<file path="config.mk">
export PLATFORM = sky130hd
export DESIGN_NAME = ppm_ascii_pixel_parser_core
export DESIGN_NICKNAME = d
export VERILOG_FILES = /design/src/design/ppa_pkg.sv /design/src/design/ppm_ascii_pixel_parser_core.sv /design/src/design/ppa_fifo.sv /design/src/design/ppa_front.sv /design/src/design/ppa_back.sv
export VERILOG_INCLUDE_DIRS = /design/src /design/src/design
export SDC_FILE = /design/constraint.sdc
export NUM_CORES = 1
export LEC_CHECK = 0
export BUFFER_PORTS_ARGS = -buffer_cell sky130_fd_sc_hd__buf_2
export CORE_ASPECT_RATIO = 0.5
export CORE_UTILIZATION = 45
export DETAILED_ROUTE_END_ITERATION = 16
export GPL_TIMING_DRIVEN = 0
export PLACE_DENSITY_LB_ADDON = 0.05
export SYNTH_ARGS = -nofsm -noshare
export SYNTH_HDL_FRONTEND = slang
export SYNTH_SLANG_ARGS = --single-unit
</file>
<file path="constraint.sdc">
create_clock -name clk -period 8.3 [get_ports clk]
set_input_delay 0.83 -clock clk [delete_from_list [all_inputs] [get_ports clk]]
set_output_delay 0.83 -clock clk [all_outputs]
set_load 0.1 [all_outputs]
</file>
<file path="src/design/ppm_ascii_pixel_parser_core_macros.svh">
// ----------------------------------------------------------------------------
// PPM ASCII pixel parser assertion macros
// Concurrent checks that compile away for synthesis.
// ----------------------------------------------------------------------------
`ifndef PPM_ASCII_PIXEL_PARSER_CORE_MACROS_SVH
`define PPM_ASCII_PIXEL_PARSER_CORE_MACROS_SVH

`ifndef SYNTHESIS

// Property must hold at every clock edge outside reset.
`define PPA_ASSERT(lbl, ck, rn, prop, msg) \
  lbl: assert property (@(posedge ck) disable iff (!rn) prop) else $error(msg);

// Expression must never be true outside reset.
`define PPA_ASSERT_NEVER(lbl, ck, rn, expr, msg) \
  lbl: assert property (@(posedge ck) disable iff (!rn) !(expr)) else $error(msg);

`else

`define PPA_ASSERT(lbl, ck, rn, prop, msg)
`define PPA_ASSERT_NEVER(lbl, ck, rn, expr, msg)

`endif

`endif

</file>
<file path="src/design/ppa_pkg.sv">
// ----------------------------------------------------------------------------
// PPM ASCII pixel parser package
// Shared widths, constants, register indexes and types.
// ----------------------------------------------------------------------------
`timescale 1ns / 1ps

package ppa_pkg;

  localparam int SAMPLE_BITS_DEF = 16;
  localparam int QUEUE_DEPTH_DEF = 4;

  localparam int MAX_PIXELS = 4194304;
  localparam int LIMIT_W    = 25;

  localparam int RECIP_W     = 24;
  localparam int TOTAL_W     = 23;
  localparam int Q_W         = 16;
  localparam int INDEX_W     = 22;
  localparam int CFG_IDX_W   = 2;
  localparam int CFG_DATA_W  = 24;
  localparam int SCALE_SHIFT = 8;
  localparam int DEC_BASE    = 10;

  localparam logic [Q_W-1:0]     Q_ONE           = 16'h8000;
  localparam logic [RECIP_W-1:0] SCALE_RECIP_RST = 24'd32896;
  localparam logic [TOTAL_W-1:0] PIXEL_TOTAL_RST = 23'd4194304;
  localparam logic [TOTAL_W-1:0] COUNTER_MAX     = '1;

  localparam logic KIND_CHAR = 1'b0;
  localparam logic KIND_EOS  = 1'b1;

  localparam logic [7:0] CHAR_TAB   = 8'h09;
  localparam logic [7:0] CHAR_LF    = 8'h0A;
  localparam logic [7:0] CHAR_CR    = 8'h0D;
  localparam logic [7:0] CHAR_SPACE = 8'h20;
  localparam logic [7:0] CHAR_HASH  = 8'h23;
  localparam logic [7:0] CHAR_ZERO  = 8'h30;
  localparam logic [7:0] CHAR_NINE  = 8'h39;

  typedef enum logic [CFG_IDX_W-1:0] {
    REG_SCALE_RECIP = 2'd0,
    REG_PIXEL_TOTAL = 2'd1
  } cfg_reg_t;

  typedef enum logic [1:0] {
    CH_RED   = 2'd0,
    CH_GREEN = 2'd1,
    CH_BLUE  = 2'd2
  } chan_t;

  // One queued event from the character front end
  typedef struct packed {
    logic has_sample;
    logic set_err;
    logic eos;
  } ppa_evt_t;

  localparam int EVT_W = $bits(ppa_evt_t);

endpackage

</file>
<file path="src/design/ppm_ascii_pixel_parser_core.sv">
// ----------------------------------------------------------------------------
// PPM ASCII pixel parser core
// Parses the pixel body of a P3 image into scaled RGB pixels with indexes.
// ----------------------------------------------------------------------------
`timescale 1ns / 1ps

// Takes one character (or an end-of-stream marker) per clock and sustains one
// character per cycle as long as results are taken. A front end classifies
// each character and accumulates decimal samples; completed samples, errors
// and end of stream go through a QUEUE_DEPTH-entry event queue to a back end
// with one 16x24 multiplier stage and a result register, which a result reaches
// from the queue via the multiplier register; the queue absorbs result
// backpressure so input keeps flowing until it fills. Registers are written
// through the cfg port (always ready) and must be changed only while idle.
module ppm_ascii_pixel_parser_core #(
  parameter int SAMPLE_BITS = ppa_pkg::SAMPLE_BITS_DEF,
  parameter int QUEUE_DEPTH = ppa_pkg::QUEUE_DEPTH_DEF
) (
  input  logic                           clk,
  input  logic                           rst_n,
  input  logic                           in_valid,
  output logic                           in_ready,
  input  logic                           in_kind,
  input  logic [7:0]                     in_char_byte,
  output logic                           out_valid,
  input  logic                           out_ready,
  output logic [ppa_pkg::Q_W-1:0]        out_red,
  output logic [ppa_pkg::Q_W-1:0]        out_green,
  output logic [ppa_pkg::Q_W-1:0]        out_blue,
  output logic [ppa_pkg::INDEX_W-1:0]    out_pixel_index,
  output logic                           out_pixel_valid,
  output logic                           out_error_flag,
  output logic                           out_done_res,
  input  logic                           cfg_valid,
  output logic                           cfg_ready,
  input  logic [ppa_pkg::CFG_IDX_W-1:0]  cfg_index,
  input  logic [ppa_pkg::CFG_DATA_W-1:0] cfg_wdata
);

  import ppa_pkg::*;

  localparam int QDATA_W = EVT_W + SAMPLE_BITS;

  logic [RECIP_W-1:0]     scale_recip_r;
  logic [TOTAL_W-1:0]     pixel_total_r;

  logic                   f_push;
  ppa_evt_t               f_evt;
  logic [SAMPLE_BITS-1:0] f_sample;
  logic                   q_full;
  logic                   q_not_empty;
  logic                   q_pop;
  logic [QDATA_W-1:0]     q_rdata;
  ppa_evt_t               b_evt;
  logic [SAMPLE_BITS-1:0] b_sample;

  assign cfg_ready = 1'b1;

  always_ff @(posedge clk) begin
    if (!rst_n) begin
      scale_recip_r <= SCALE_RECIP_RST;
      pixel_total_r <= PIXEL_TOTAL_RST;
    end else if (cfg_valid && cfg_ready) begin
      if (cfg_index == REG_SCALE_RECIP) begin
        scale_recip_r <= cfg_wdata[RECIP_W-1:0];
      end
      if (cfg_index == REG_PIXEL_TOTAL) begin
        pixel_total_r <= cfg_wdata[TOTAL_W-1:0];
      end
    end
  end

  ppa_front #(
    .SAMPLE_BITS(SAMPLE_BITS)
  ) u_front (
    .clk          (clk),
    .rst_n        (rst_n),
    .in_valid     (in_valid),
    .in_ready     (in_ready),
    .in_kind      (in_kind),
    .in_char_byte (in_char_byte),
    .q_full       (q_full),
    .q_push       (f_push),
    .q_evt        (f_evt),
    .q_sample     (f_sample)
  );

  ppa_fifo #(
    .DATA_W (QDATA_W),
    .DEPTH  (QUEUE_DEPTH)
  ) u_fifo (
    .clk       (clk),
    .rst_n     (rst_n),
    .push      (f_push),
    .push_data ({f_evt, f_sample}),
    .full      (q_full),
    .pop       (q_pop),
    .pop_data  (q_rdata),
    .not_empty (q_not_empty)
  );

  assign b_evt    = q_rdata[QDATA_W-1:SAMPLE_BITS];
  assign b_sample = q_rdata[SAMPLE_BITS-1:0];

  ppa_back #(
    .SAMPLE_BITS(SAMPLE_BITS)
  ) u_back (
    .clk             (clk),
    .rst_n           (rst_n),
    .q_valid         (q_not_empty),
    .q_evt           (b_evt),
    .q_sample        (b_sample),
    .q_pop           (q_pop),
    .scale_recip     (scale_recip_r),
    .pixel_total     (pixel_total_r),
    .out_valid       (out_valid),
    .out_ready       (out_ready),
    .out_red         (out_red),
    .out_green       (out_green),
    .out_blue        (out_blue),
    .out_pixel_index (out_pixel_index),
    .out_pixel_valid (out_pixel_valid),
    .out_error_flag  (out_error_flag),
    .out_done_res    (out_done_res)
  );

endmodule

</file>
<file path="src/design/ppa_fifo.sv">
// ----------------------------------------------------------------------------
// PPM ASCII pixel parser event queue
// Small register FIFO between the character front end and the pixel back end.
// ----------------------------------------------------------------------------
`timescale 1ns / 1ps
`include "ppm_ascii_pixel_parser_core_macros.svh"

module ppa_fifo #(
  parameter int DATA_W = 19,
  parameter int DEPTH  = 4
) (
  input  logic              clk,
  input  logic              rst_n,
  input  logic              push,
  input  logic [DATA_W-1:0] push_data,
  output logic              full,
  input  logic              pop,
  output logic [DATA_W-1:0] pop_data,
  output logic              not_empty
);

  localparam int PTR_W = (DEPTH > 1) ? $clog2(DEPTH) : 1;
  localparam int CNT_W = $clog2(DEPTH + 1);

  logic [DATA_W-1:0] mem_r [DEPTH];
  logic [PTR_W-1:0]  wr_ptr_r, wr_ptr_nxt;
  logic [PTR_W-1:0]  rd_ptr_r, rd_ptr_nxt;
  logic [CNT_W-1:0]  cnt_r, cnt_nxt;

  assign full      = (cnt_r == CNT_W'(DEPTH));
  assign not_empty = (cnt_r != '0);
  assign pop_data  = mem_r[rd_ptr_r];

  always_comb begin
    wr_ptr_nxt = wr_ptr_r;
    rd_ptr_nxt = rd_ptr_r;
    if (push) begin
      wr_ptr_nxt = (wr_ptr_r == PTR_W'(DEPTH - 1)) ? '0 : wr_ptr_r + 1'b1;
    end
    if (pop) begin
      rd_ptr_nxt = (rd_ptr_r == PTR_W'(DEPTH - 1)) ? '0 : rd_ptr_r + 1'b1;
    end
    cnt_nxt = cnt_r + CNT_W'(push) - CNT_W'(pop);
  end

  always_ff @(posedge clk) begin
    if (!rst_n) begin
      wr_ptr_r <= '0;
      rd_ptr_r <= '0;
      cnt_r    <= '0;
    end else begin
      wr_ptr_r <= wr_ptr_nxt;
      rd_ptr_r <= rd_ptr_nxt;
      cnt_r    <= cnt_nxt;
    end
  end

  always_ff @(posedge clk) begin
    if (push) begin
      mem_r[wr_ptr_r] <= push_data;
    end
  end

  `PPA_ASSERT_NEVER(a_push_when_full, clk, rst_n, push && full, "event pushed into full queue")
  `PPA_ASSERT_NEVER(a_pop_when_empty, clk, rst_n, pop && !not_empty, "event popped from empty queue")

endmodule

</file>
<file path="src/design/ppa_front.sv">
// ----------------------------------------------------------------------------
// PPM ASCII pixel parser front end
// Classifies characters, tracks comments and accumulates decimal samples.
// ----------------------------------------------------------------------------
`timescale 1ns / 1ps

module ppa_front #(
  parameter int SAMPLE_BITS = 16
) (
  input  logic                   clk,
  input  logic                   rst_n,
  input  logic                   in_valid,
  output logic                   in_ready,
  input  logic                   in_kind,
  input  logic [7:0]             in_char_byte,
  input  logic                   q_full,
  output logic                   q_push,
  output ppa_pkg::ppa_evt_t      q_evt,
  output logic [SAMPLE_BITS-1:0] q_sample
);

  import ppa_pkg::*;

  localparam int WIDE_W = SAMPLE_BITS + 4;
  localparam logic [WIDE_W-1:0] ACCUM_MAX = WIDE_W'((1 << SAMPLE_BITS) - 1);

  logic                   in_number_r, in_number_nxt;
  logic                   in_comment_r, in_comment_nxt;
  logic [SAMPLE_BITS-1:0] accum_r, accum_nxt;
  logic                   accept;
  logic                   is_digit, is_space, is_hash;
  logic [WIDE_W-1:0]      accum_sum;
  ppa_evt_t               evt;

  assign in_ready = !q_full;
  assign accept   = in_valid && in_ready;

  assign is_digit = (in_char_byte >= CHAR_ZERO) && (in_char_byte <= CHAR_NINE);
  assign is_space = (in_char_byte == CHAR_SPACE) ||
                    ((in_char_byte >= CHAR_TAB) && (in_char_byte <= CHAR_CR));
  assign is_hash  = (in_char_byte == CHAR_HASH);

  // Low nibble of an ASCII digit is its value
  assign accum_sum = WIDE_W'(accum_r) * WIDE_W'(DEC_BASE) + WIDE_W'(in_char_byte[3:0]);

  always_comb begin
    in_number_nxt  = in_number_r;
    in_comment_nxt = in_comment_r;
    accum_nxt      = accum_r;
    evt            = '0;
    q_push         = 1'b0;
    if (accept) begin
      priority if (in_kind == KIND_EOS) begin
        evt.eos        = 1'b1;
        evt.has_sample = in_number_r;
        q_push         = 1'b1;
        in_number_nxt  = 1'b0;
        in_comment_nxt = 1'b0;
        accum_nxt      = '0;
      end else if (in_comment_r) begin
        if (in_char_byte == CHAR_LF) begin
          in_comment_nxt = 1'b0;
        end
      end else if (is_digit) begin
        accum_nxt     = (accum_sum > ACCUM_MAX) ? ACCUM_MAX[SAMPLE_BITS-1:0]
                                                : accum_sum[SAMPLE_BITS-1:0];
        in_number_nxt = 1'b1;
      end else begin
        // Any non-digit closes the pending sample
        evt.has_sample = in_number_r;
        evt.set_err    = !is_hash && !is_space;
        q_push         = in_number_r || evt.set_err;
        in_number_nxt  = 1'b0;
        accum_nxt      = '0;
        if (is_hash) begin
          in_comment_nxt = 1'b1;
        end
      end
    end
  end

  assign q_evt    = evt;
  assign q_sample = accum_r;

  always_ff @(posedge clk) begin
    if (!rst_n) begin
      in_number_r  <= 1'b0;
      in_comment_r <= 1'b0;
      accum_r      <= '0;
    end else begin
      in_number_r  <= in_number_nxt;
      in_comment_r <= in_comment_nxt;
      accum_r      <= accum_nxt;
    end
  end

endmodule

</file>
<file path="src/design/ppa_back.sv">
// ----------------------------------------------------------------------------
// PPM ASCII pixel parser back end
// Scales samples, assembles pixels, counts them and drives the result beat.
// ----------------------------------------------------------------------------
`timescale 1ns / 1ps
`include "ppm_ascii_pixel_parser_core_macros.svh"

module ppa_back #(
  parameter int SAMPLE_BITS = 16
) (
  input  logic                          clk,
  input  logic                          rst_n,
  input  logic                          q_valid,
  input  ppa_pkg::ppa_evt_t             q_evt,
  input  logic [SAMPLE_BITS-1:0]        q_sample,
  output logic                          q_pop,
  input  logic [ppa_pkg::RECIP_W-1:0]   scale_recip,
  input  logic [ppa_pkg::TOTAL_W-1:0]   pixel_total,
  output logic                          out_valid,
  input  logic                          out_ready,
  output logic [ppa_pkg::Q_W-1:0]       out_red,
  output logic [ppa_pkg::Q_W-1:0]       out_green,
  output logic [ppa_pkg::Q_W-1:0]       out_blue,
  output logic [ppa_pkg::INDEX_W-1:0]   out_pixel_index,
  output logic                          out_pixel_valid,
  output logic                          out_error_flag,
  output logic                          out_done_res
);

  import ppa_pkg::*;

  localparam int PROD_W   = SAMPLE_BITS + RECIP_W;
  localparam int SCALED_W = PROD_W - SCALE_SHIFT;

  // Multiply stage
  logic              mul_valid_r;
  ppa_evt_t          mul_evt_r;
  logic [PROD_W-1:0] mul_prod_r;
  logic              mul_adv;
  logic              mul_makes_res;

  logic [SCALED_W-1:0] scaled;
  logic [Q_W-1:0]      q_val;

  // Pixel assembly state
  chan_t             chan_r, chan_nxt;
  logic [Q_W-1:0]    red_r, red_nxt;
  logic [Q_W-1:0]    green_r, green_nxt;
  logic [TOTAL_W-1:0] cnt_r, cnt_nxt;
  logic              sticky_r, sticky_nxt;
  logic              is_blue;
  logic              in_range;
  logic              err_now;

  // Result fields
  logic [Q_W-1:0]     res_red, res_green, res_blue;
  logic [INDEX_W-1:0] res_index;
  logic               res_pixel_valid;

  // Output register
  logic               out_valid_r;
  logic [Q_W-1:0]     out_red_r, out_green_r, out_blue_r;
  logic [INDEX_W-1:0] out_pixel_index_r;
  logic               out_pixel_valid_r;
  logic               out_error_flag_r;
  logic               out_done_res_r;

  assign scaled = mul_prod_r[PROD_W-1:SCALE_SHIFT];
  assign q_val  = (scaled > SCALED_W'(Q_ONE)) ? Q_ONE : scaled[Q_W-1:0];

  always_comb begin
    unique case (chan_r)
      CH_RED:   is_blue = 1'b0;
      CH_GREEN: is_blue = 1'b0;
      default:  is_blue = mul_evt_r.has_sample;
    endcase
  end

  assign in_range = (cnt_r < pixel_total) &&
                    (LIMIT_W'(cnt_r) < LIMIT_W'(MAX_PIXELS));
  assign err_now  = sticky_r || (is_blue && !in_range) || mul_evt_r.set_err;

  assign mul_makes_res = mul_evt_r.eos || is_blue;
  assign mul_adv       = mul_valid_r && (!mul_makes_res || !out_valid_r || out_ready);
  assign q_pop         = q_valid && (!mul_valid_r || mul_adv);

  always_ff @(posedge clk) begin
    if (!rst_n) begin
      mul_valid_r <= 1'b0;
    end else if (q_pop) begin
      mul_valid_r <= 1'b1;
    end else if (mul_adv) begin
      mul_valid_r <= 1'b0;
    end
  end

  always_ff @(posedge clk) begin
    if (q_pop) begin
      mul_evt_r  <= q_evt;
      mul_prod_r <= PROD_W'(q_sample) * PROD_W'(scale_recip);
    end
  end

  // Next state of the pixel assembly
  always_comb begin
    chan_nxt   = chan_r;
    red_nxt    = red_r;
    green_nxt  = green_r;
    cnt_nxt    = cnt_r;
    sticky_nxt = sticky_r;
    if (mul_adv) begin
      if (mul_evt_r.eos) begin
        chan_nxt   = CH_RED;
        cnt_nxt    = '0;
        sticky_nxt = 1'b0;
      end else begin
        sticky_nxt = err_now;
        if (mul_evt_r.has_sample) begin
          unique case (chan_r)
            CH_RED: begin
              red_nxt  = q_val;
              chan_nxt = CH_GREEN;
            end
            CH_GREEN: begin
              green_nxt = q_val;
              chan_nxt  = CH_BLUE;
            end
            default: begin
              chan_nxt = CH_RED;
              cnt_nxt  = (cnt_r == COUNTER_MAX) ? cnt_r : cnt_r + 1'b1;
            end
          endcase
        end
      end
    end
  end

  // Result fields
  always_comb begin
    res_pixel_valid = is_blue && in_range;
    res_red         = res_pixel_valid ? red_r : '0;
    res_green       = res_pixel_valid ? green_r : '0;
    res_blue        = res_pixel_valid ? q_val : '0;
    res_index       = res_pixel_valid ? cnt_r[INDEX_W-1:0] : '0;
  end

  always_ff @(posedge clk) begin
    if (!rst_n) begin
      chan_r   <= CH_RED;
      cnt_r    <= '0;
      sticky_r <= 1'b0;
    end else begin
      chan_r   <= chan_nxt;
      cnt_r    <= cnt_nxt;
      sticky_r <= sticky_nxt;
    end
  end

  // Red and green are always written before a pixel reads them
  always_ff @(posedge clk) begin
    red_r   <= red_nxt;
    green_r <= green_nxt;
  end

  always_ff @(posedge clk) begin
    if (!rst_n) begin
      out_valid_r <= 1'b0;
    end else if (mul_adv && mul_makes_res) begin
      out_valid_r <= 1'b1;
    end else if (out_ready) begin
      out_valid_r <= 1'b0;
    end
  end

  always_ff @(posedge clk) begin
    if (mul_adv && mul_makes_res) begin
      out_red_r         <= res_red;
      out_green_r       <= res_green;
      out_blue_r        <= res_blue;
      out_pixel_index_r <= res_index;
      out_pixel_valid_r <= res_pixel_valid;
      out_error_flag_r  <= err_now;
      out_done_res_r    <= mul_evt_r.eos;
    end
  end

  assign out_valid       = out_valid_r;
  assign out_red         = out_red_r;
  assign out_green       = out_green_r;
  assign out_blue        = out_blue_r;
  assign out_pixel_index = out_pixel_index_r;
  assign out_pixel_valid = out_pixel_valid_r;
  assign out_error_flag  = out_error_flag_r;
  assign out_done_res    = out_done_res_r;

  `PPA_ASSERT(a_res_has_cause, clk, rst_n, out_valid_r && !out_done_res_r |-> out_pixel_valid_r || out_error_flag_r, "mid-stream beat without pixel or error")
  `PPA_ASSERT(a_q_clamped, clk, rst_n, out_valid_r && out_pixel_valid_r |-> out_red_r <= Q_ONE && out_green_r <= Q_ONE && out_blue_r <= Q_ONE, "color above 1.0")
  `PPA_ASSERT(a_eos_clears, clk, rst_n, mul_adv && mul_evt_r.eos |=> cnt_r == '0 && !sticky_r && chan_r == CH_RED, "end of stream left state behind")

endmodule

</file>
==> results.txt, run 1 <==
The run finished with clean final reports. The wire length per cell after detailed routing came out at 18.87 um. The HPWL after detailed placement came out at roughly 50,000 um.

The layout-stage area growth over the synthesis result came out at 10.80%. After detailed routing, the number of remaining DRC violations is 0. The placed instance count is around 3,300. Ranked by total cell area, the synthesized netlist is headed by sky130_fd_sc_hd__edfxtp_1 (26%), sky130_fd_sc_hd__fa_1 (24%), sky130_fd_sc_hd__ha_1 (8.4%), sky130_fd_sc_hd__dfxtp_1 (8.1%), sky130_fd_sc_hd__and2_1 (5.8%). Clock-pin slew was measured on the worst setup and hold paths at 0.07 ns.

The latest clock arrival within the worst-skew pair is 0.54 ns. The average size of a mapped cell is between 10 and 15 um^2. The floorplan step defined a core boundary enclosing approximately 56,000 um^2. The dominant register cell in the synthesized netlist is sky130_fd_sc_hd__edfxtp_1. The delay of the slowest cell on the worst path came out at slightly below 0.7 ns. The leakage dissipation is roughly 13 nW. The via count of the first global-routing pass came out at around 17,000. The count of endpoints failing setup in the final report came out at 0. For this configuration, the core starts out at a cell density of a little under half. The post-route netlist has under 10% of its cells at a drive strength greater than 1. The relative max-transition margin is between 30% and 40%.

TritonCTS built the clock tree. The number of buffers created by CTS came out at 34. The required time reported for the critical path endpoint is 8.57 ns.

The count of routing violations after the opening detailed-route iteration is around 1,000. The initial antenna violation count came to 2. The number of distinct library cells after synthesis came out at approximately 70.

The buffer count from post-CTS setup fixing came out at 0. The data arrival time of the critical path is 8.22 ns. The first global-routing pass estimated 98,150 um of wire.

The count of cells along the worst register-to-register path came out at 24. The synthesized netlist devotes around 6.3% of its cell area to compound gates. The maximum number of pins on one net before global-route repair is between 60 and 70.

The number of placement rows is slightly above 60. The pin slew with the least headroom to its limit is roughly 1.0 ns. The number of endpoints with negative hold slack in the final report came out at 0. After synthesis, the share of cell area in mux cells is about 1.9%.

The power density over the cells is ~340 nW/um^2. The share of synthesized area in the top cell type comes to 25.57%. The buffer levels on the longest clock path came out at 3. The main combinational cell family by area after synthesis is adder cells. The number of levels the H-tree was split into came out at 2.

The sequential area share after synthesis is approximately 34%. Setup repair after global routing left no endpoint under its margin. STA classifies the critical path endpoint as a register. The number of nets in the final layout came out at roughly 3,100. The total wirelength of the detailed-routed design came out at around 63,000 um. The boundary pin count is 116. The largest fanout of any net on the critical path came out at 10. The share of synthesized cell area in and, or, nand and nor gates is about 16%.

The post-synthesis cell count is about 2,400. The count of vias placed by the detailed router came out at 16,978. The final instance count without filler cells came out at between 3,000 and 4,000. The setup check on the worst reg-to-reg path leaves a slack of 0.35 ns. The final RePlAce weighted congestion is about 0.91. Setup total negative slack on the finished layout was measured at 0 ns. The fraction of the cycle the final worst path needs is 95.79%. The type of element launching the critical path is a register.

Of the total synthesized cell area, the portion taken by XOR and XNOR cells is under 10%. The die is around 340 um wide. The critical path is of the reg -> reg type. The launch instance of the worst min-delay path is pixel_total_r[6]$_SDFFE_PN0P_. The clock period could shrink to between 7 and 8 ns. The full die area came out at ~57,000 um^2. The synthesized design spends more area on one cell type than any other, namely sky130_fd_sc_hd__edfxtp_1. The chip height came out at ~170 um. For hold timing, the worst endpoint is pixel_total_r[6]$_SDFFE_PN0P_. The total design power came out at ~9.5 mW. IR analysis of the VDD net gives a maximum drop of around 0.46 mV. The warning count from the yosys run came out at 0. The area share of fa/ha/maj cells after synthesis is about a third. The total of max-cap violations is 0. The total overflow left after global routing is 0.

The number of I/O port buffers came out at approximately 110. Yosys mapped a number of flops with a built-in enable equal to 216. The post-synth net total came out at 2,932. The cell at the root of the clock tree is sky130_fd_sc_hd__clkbuf_16.

The slowest stage of the critical path belongs to the cell sky130_fd_sc_hd__mux4_2. The via-per-instance ratio is 5.074. Walking the worst path, the cells encountered are buf_6 -> mux4_2 -> clkbuf_1 -> and2_1 -> fa_1 -> inv_1 -> fa_1 -> fa_1 -> inv_1 -> fa_1 -> fa_1 -> inv_1 -> fa_1 -> inv_1 -> ha_1 -> a21o_1 -> a21o_1 -> a21oi_1 -> nand3_2 -> a211oi_4 -> nor2_2 -> a41o_1 -> o41ai_1 -> xnor2_1. The number of synthesized register bits is about 320. The number of max-slew violations in the final report is 0. The remaining antenna violation count came out at 0.

The hold slack is between 0.4 and 0.5 ns. The instance count along the most critical hold path came out at 2. The iteration count of the initial detailed-routing pass came out at 5. The most numerous cell on the critical path is sky130_fd_sc_hd__fa_1. Derived from the worst setup path, the maximum achievable clock frequency is ~0.13 GHz. The worst register-to-register path ends at u_back.mul_prod_r[39]$_DFFE_PP_.

The total routing resource utilization after global routing is a little under a quarter. On the final layout, the worst clock skew is ~0.025 ns. The async set or reset register ratio after synthesis came out at 0%.

The cell area after synthesis came out at approximately 25,000 um^2. The class of the tightest hold or removal check is reg -> reg. The total of hold buffers inserted after clock tree synthesis came out at 0.

The number of sinks handled by clock tree synthesis is 318.
## timing repair
item                       4_1_cts  5_1_grt
gates cloned                     0        0
setup endpoints to repair       21       12
gates resized for setup          8       29
## per-stage QoR
stage,cell area (um^2),utilization [%],setup WS (ns)
finish,28100,50.51,0.3495
global route,28100,50.50,0.01185
CTS,28060,50.44,0.08773
detailed placement,26970,48.47,-0.7495
global placement,26870,48.30,-0.7491
floorplan,25360,-,0.9736
## critical path, delay by kind of cell, from the launching register on
family | cells | cell delay (ns)
simple gates | 3 | 0.64
xor+xnor | 1 | 0.11
buf+inv | 6 | 0.78
flops | 1 | 0.34
fa+ha+maj | 7 | 3.49
compound gates | 6 | 1.59
mux | 1 | 0.68
## flip-flops by register name (all words and copies together) (netlist names), 3 cells and up, named ones only
register                cells
u_back.out_blue            16
u_back.mul_prod_r          32
u_back.mul_evt_r            3
u_back.red_r               16
u_back.green_r             16
u_back.out_red             16
u_back.cnt_r               23
u_fifo.cnt_r                3
u_back.out_green           16
u_fifo.mem_r               76
u_back.out_pixel_index     22
u_front.q_sample           16
scale_recip_r              24
pixel_total_r              23
## cell type report
class	count	area, um^2
antenna	1	2.502
buffer	102	421.7
clock buffer	42	902.1
clock inverter	19	187.7
fill	5205	27540
inverter	392	1474
multi-input combinational	1600	15000
sequential	318	8529
tap	756	945.9
timing repair buffer	116	640.6
## metal layers
metal | track usage (%) | up-vias | routed length [um]
met4 | 5.095 | 0 | 1571
li1 | - | 8025 | -
met2 | 34.03 | 438 | 27080
met3 | 4.923 | 87 | 4247
met5 | 0 | - | 0
met1 | 33.55 | 8428 | 30230
## logic make-up after synthesis
kind of cell,after synthesis
and+or+nand+nor,804
other,1
xor gates and xnor gates,70
DFF,318
AOI/OAI and AO/OA,224
muxes,23
buffers and inverters,496
adders and majority gates,478
## layout by cell type (no fill, tap or decap), types with 17 or more instances in the layout
cell	synthesis	final
sky130_fd_sc_hd__a221o_1	17	17
sky130_fd_sc_hd__inv_1	392	391
sky130_fd_sc_hd__and2_1	236	236
sky130_fd_sc_hd__buf_2	1	114
sky130_fd_sc_hd__a21oi_1	52	49
sky130_fd_sc_hd__ha_1	170	170
sky130_fd_sc_hd__a21boi_0	47	47
sky130_fd_sc_hd__a21o_1	39	39
sky130_fd_sc_hd__clkbuf_16	0	35
sky130_fd_sc_hd__xor2_1	36	36
sky130_fd_sc_hd__fa_1	308	308
sky130_fd_sc_hd__mux4_2	17	18
sky130_fd_sc_hd__o21ai_0	23	23
sky130_fd_sc_hd__nand2_1	364	364
sky130_fd_sc_hd__xnor2_1	34	34
sky130_fd_sc_hd__and3_1	27	27
sky130_fd_sc_hd__dfxtp_1	102	101
sky130_fd_sc_hd__nand4_1	19	19
sky130_fd_sc_hd__edfxtp_1	216	216
sky130_fd_sc_hd__nand3_1	22	21
sky130_fd_sc_hd__nor2_1	64	63
sky130_fd_sc_hd__clkbuf_1	93	86
## worst max path at each step
stage	from	to	slack, ns	cells past startpoint
5_1_grt	register	u_back.mul_prod_r[26]$_DFFE_PP_	0.01	25
4_1_cts	register	u_back.mul_prod_r[34]$_DFFE_PP_	0.09	24
3_3_place_gp	register	u_back.mul_prod_r[32]$_DFFE_PP_	-0.75	26
2_1_floorplan	register	u_back.mul_prod_r[28]$_DFFE_PP_	0.97	25
6_report	register	u_back.mul_prod_r[39]$_DFFE_PP_	0.35	24
3_5_place_dp	register	u_back.mul_prod_r[39]$_DFFE_PP_	-0.75	25
## Yosys cell counts, types with 19 or more instances
library cell,n
sky130_fd_sc_hd__nand3_1,22
sky130_fd_sc_hd__nand2_1,364
sky130_fd_sc_hd__and2_1,236
sky130_fd_sc_hd__a21o_1,39
sky130_fd_sc_hd__a21boi_0,47
sky130_fd_sc_hd__inv_1,392
sky130_fd_sc_hd__xor2_1,36
sky130_fd_sc_hd__a21oi_1,52
sky130_fd_sc_hd__and3_1,27
sky130_fd_sc_hd__xnor2_1,34
sky130_fd_sc_hd__nand4_1,19
sky130_fd_sc_hd__fa_1,308
sky130_fd_sc_hd__clkbuf_1,93
sky130_fd_sc_hd__o21ai_0,23
sky130_fd_sc_hd__ha_1,170
sky130_fd_sc_hd__nor2_1,64
sky130_fd_sc_hd__dfxtp_1,102
sky130_fd_sc_hd__edfxtp_1,216
## where the power goes
part           internal (mW)  switching, mW  total, mW
combinational           1.85           3.90       5.74
sequential              2.14          0.137       2.28
clock                  0.850          0.662       1.51
No activity file was read; power rests on OpenSTA's default activity.
==> inputs of run 2 (changes only) <==
--- a/config.mk
+++ b/config.mk
@@ -6,6 +6,7 @@
 export SDC_FILE = /design/constraint.sdc
 export NUM_CORES = 1
 export LEC_CHECK = 0
+export ABC_AREA = 1
 export BUFFER_PORTS_ARGS = -buffer_cell sky130_fd_sc_hd__buf_2
 export CORE_ASPECT_RATIO = 0.5
 export CORE_UTILIZATION = 45
==> run 2 against run 1 <==
  * Via count is 20% higher
  * Sequential cell count stayed put
  * Utilization is 0.26 points lower
  * Synthesized cell count is 25% higher
  * Global-route usage is 3.5 points higher
  * Critical path type unchanged
  * Critical endpoint is now u_back.mul_prod_r[37]$_DFFE_PP_
  * Largest cell class unchanged
==> results.txt, run 2 <==
The combined buffer and inverter count along the critical path is 7 (+1). The boundary pin count is 116 (unchanged). Summed over all instances, the cell type with the most area after synthesis is sky130_fd_sc_hd__edfxtp_1. The instance count along the most critical hold path came to 2 (unchanged). The required time reported for the critical path endpoint is 8.67 ns (+0.10 ns). The commonest non-fill, non-tap cell in the layout is sky130_fd_sc_hd__nand2_1. The cell at the root of the clock tree is sky130_fd_sc_hd__clkbuf_16. The iteration count of the initial detailed-routing pass was 5 (unchanged). The clock slew seen by the registers of the worst setup and hold paths came out at 0.07 ns (about the same). The DRC violation count after routing came to 0 (unchanged).

The first-pass GRT wire length is 118,600 um (+21%). The pin slew with the least headroom to its limit is 1.077 ns (+0.03378 ns). The critical register-to-register path endpoint is u_back.mul_prod_r[37]$_DFFE_PP_. Among all cell types in the netlist, the one instantiated most often is sky130_fd_sc_hd__nand2_1. The count of cell instances traversed by the critical path is 25 (+4.2%). The area growth from synthesis to layout is 9.991%. The number of levels the H-tree was split into was 1 (-1). The post-synth net total was 3,547 (+21%). The kind of cell with the highest combined delay along the critical path is adder cells. The placed instance count is 3,916 (+19%). The achievable clock frequency came out at 0.1269 GHz (+0.87%). The clock skew after layout is 0.01307 ns (-0.01236 ns). The effective utilization at floorplan is 45.69% (+0.10 points). The count of routing violations after the opening detailed-route iteration came out at 1,566 (+50%).

The full die area is 59,470 um^2 (+3.7%). The launch instance of the worst min-delay path is pixel_total_r[17]$_SDFFE_PN0P_. The total of max-cap violations came out at 0 (unchanged). The buffer levels on the longest clock path was 3 (unchanged).

The number of buffers created by CTS was 30 (-12%). The sequential area share after synthesis came out at 32.43% (-1.2 points). The largest fanout of any net on the critical path came out at 10 (unchanged). The count of endpoints failing setup in the final report is 0 (unchanged). The number of distinct library cells after synthesis came out at 47 (-34%). The number of nets in the final layout came out at 3,695 (+20%).

The class of the most critical setup path is reg -> reg. The critical path capture point type is a register. The count of vias placed by the detailed router came out at 20,362 (+20%). The run finished with clean final reports. The most numerous cell on the critical path is sky130_fd_sc_hd__fa_1. The count of cells along the worst register-to-register path is 25 (+4.2%). The aggregate negative setup slack is 0 ns (unchanged). Among all flip-flop cells after synthesis, the most frequent one is sky130_fd_sc_hd__edfxtp_1. The data arrival time of the critical path came out at 8.25 ns (+0.03 ns). The relative max-transition margin was 28.22% (-2.3 points). The delay of the slowest cell on the worst path came out at 0.55 ns (-0.13 ns). The average size of a mapped cell came to 8.682 um^2 (-17%). The die span in x came out at 343.9 um (+1.8%). The final instance count without filler cells came out at 3,970 (+19%). The async set or reset register ratio after synthesis is 0% (unchanged).

The via-per-instance ratio was 5.129 (+1.1%). The number of sinks handled by clock tree synthesis came out at 318 (unchanged). The latest clock arrival within the worst-skew pair is 0.60 ns (+0.06 ns). The worst setup path is launched from a register.

The share of post-route cells with drive strength above 1 came out at 6.498% (-2.2 points). The wire length per cell after detailed routing is 18.99 um (+0.64%). Yosys attributes the largest share of cell area to sky130_fd_sc_hd__edfxtp_1 (25%), sky130_fd_sc_hd__fa_1 (23%), sky130_fd_sc_hd__nand2_1 (8.8%), sky130_fd_sc_hd__inv_1 (8.8%), sky130_fd_sc_hd__ha_1 (8.1%). The largest register by flop count is u_fifo.mem_r. The time the worst path needs with I/O delays and setup is 7.882 ns (-0.06869 ns). The register-to-register setup slack came out at 0.42 ns (+0.07 ns). The TritonCTS clock tree is done. The HPWL after detailed placement is 61,210 um (+22%).

The total routing resource utilization after global routing is 26.23% (+3.5 points). The fraction of the cycle the final worst path needs is 94.96% (-0.83 points). Leaving out fill and tap cells, the most frequent cells in the layout are sky130_fd_sc_hd__nand2_1 (620), sky130_fd_sc_hd__inv_1 (616), sky130_fd_sc_hd__nor2_1 (344), sky130_fd_sc_hd__fa_1 (308), sky130_fd_sc_hd__edfxtp_1 (216). The number of synthesized register bits was 318 (unchanged). The chip height is 172.9 um (+1.8%). The via count of the first global-routing pass is 20,441 (+22%). The number of endpoints with negative hold slack in the final report is 0 (unchanged). The total of hold buffers inserted after clock tree synthesis is 0 (unchanged). The largest registers in the layout are u_fifo.mem_r: 76 flops, u_back.mul_prod_r: 32 flops, scale_recip_r: 24 flops. The core box area came to 57,560 um^2 (+3.5%).

The worst-case hold path end point is pixel_total_r[17]$_SDFFE_PN0P_. The portion of synthesized cell area occupied by the leading cell type is 24.66% (-0.91 points). After synthesis, the most frequently instantiated cells are sky130_fd_sc_hd__nand2_1 (620), sky130_fd_sc_hd__inv_1 (617), sky130_fd_sc_hd__nor2_1 (348). The number of synthesized flops with an enable pin came to 216 (unchanged). The post-synthesis cell count came to 3,029 (+25%). The remaining antenna violation count is 0 (unchanged).

Setup repair after global routing left no endpoint under its margin. The total wirelength of the detailed-routed design is 75,390 um (+19%). The largest individual stage delay along the critical path comes from the cell sky130_fd_sc_hd__fa_1. The leftover overflow at the end of global routing is 0 (unchanged). The class of the tightest hold or removal check is reg -> reg. The number of max-slew violations in the final report is 0 (unchanged). The flip-flop count of the largest register, all copies and words added came to 76 (unchanged). The number of I/O port buffers is 113 (unchanged). The maximum number of pins on one net before global-route repair came out at 73 (+5.8%). The final RePlAce weighted congestion came out at 0.9537 (+5.4%). The cell area after synthesis came out at 26,300 um^2 (+3.7%). The initial antenna violation count came out at 1 (-1). The warning count from the yosys run is 0 (unchanged). The number of placement rows is 62 (+1.6%).
## run 2: cell types whose count changed in the layout (fill, tap and decap cells not counted), sizes merged, moves of 35 or more
| cell | change |
|---|---|
| a21boi | -46 |
| a21o | -37 |
| a21oi | +103 |
| and2 | -234 |
| inv | +230 |
| nand2 | +263 |
| nand3 | +78 |
| nor2 | +290 |
| nor3 | +35 |
| o21ai | +73 |
## run 2: cells by family (layout without fill, tap and decap cells)
kind of cell	after synthesis	after routing	share of synthesized area (%)
buffers and inverters	723	895	10.42
DFF	318	318	32.43
AOI/OAI and AO/OA	299	299	6.171
and+or+nand+nor	1173	1173	18.17
other	1	2	0.01426
adders and majority gates	478	478	31.53
xor gates and xnor gates	37	37	1.261
## run 2: tightest hold or removal path, stage by stage, from the launching register on
cell                      delay, ns
sky130_fd_sc_hd__dfxtp_1       0.30
sky130_fd_sc_hd__inv_1         0.06
sky130_fd_sc_hd__a21oi_1       0.05
## run 2: worst max path at each step
stage                     startpoint                              end  slack, ns
after floorplan             register  u_back.mul_prod_r[38]$_DFFE_PP_       2.01
after global placement      register  u_back.mul_prod_r[37]$_DFFE_PP_       0.39
after detailed placement    register  u_back.mul_prod_r[35]$_DFFE_PP_       0.42
after CTS                   register  u_back.mul_prod_r[35]$_DFFE_PP_       0.38
after global routing        register  u_back.mul_prod_r[37]$_DFFE_PP_      0.009
final                       register  u_back.mul_prod_r[37]$_DFFE_PP_       0.42
## run 2: through the flow
stage / instance area, um^2 / util [%] / hold WS, ns / setup slack (ns)
finish: 28930 / 50.25 / 0.4621 / 0.4182
CTS: 28930 / 50.26 / 0.4631 / 0.3762
global placement: 27830 / 48.34 / 0.4539 / 0.3929
global route: 28920 / 50.25 / 0.4870 / 0.009289
detailed placement: 27950 / 48.55 / 0.4582 / 0.4222
floorplan: 26300 / - / 0.4289 / 2.007
## run 2: layout make-up
type	count	area, um^2
clock buffers	40	788.3
clock inverters	16	197.7
plain buffers	89	364.1
diodes	1	2.502
well taps	768	960.9
inverters	631	2371
flip-flops and latches	318	8528
repair buffers	119	673.1
fillers	5580	28630
multi-input cells	1988	15040
## run 2: per-layer routing
layer | GRT usage [%] | routed length (um) | vias to the layer above
met5 | 0 | 0 | -
met4 | 5.826 | 1924 | 0
met3 | 5.684 | 6150 | 111
met2 | 41.00 | 32800 | 668
met1 | 37.39 | 34510 | 9867
li1 | - | - | 9716
## run 2: timing repair
action / CTS / global route
resized for setup: 0 / 7
endpoints found under the setup margin: 0 / 5
setup buffers: 0 / 0
Power of run 2 is left out: the tool's default activity adds up to more than one toggle a clock period on the data nets, which glitch-free logic cannot reach.
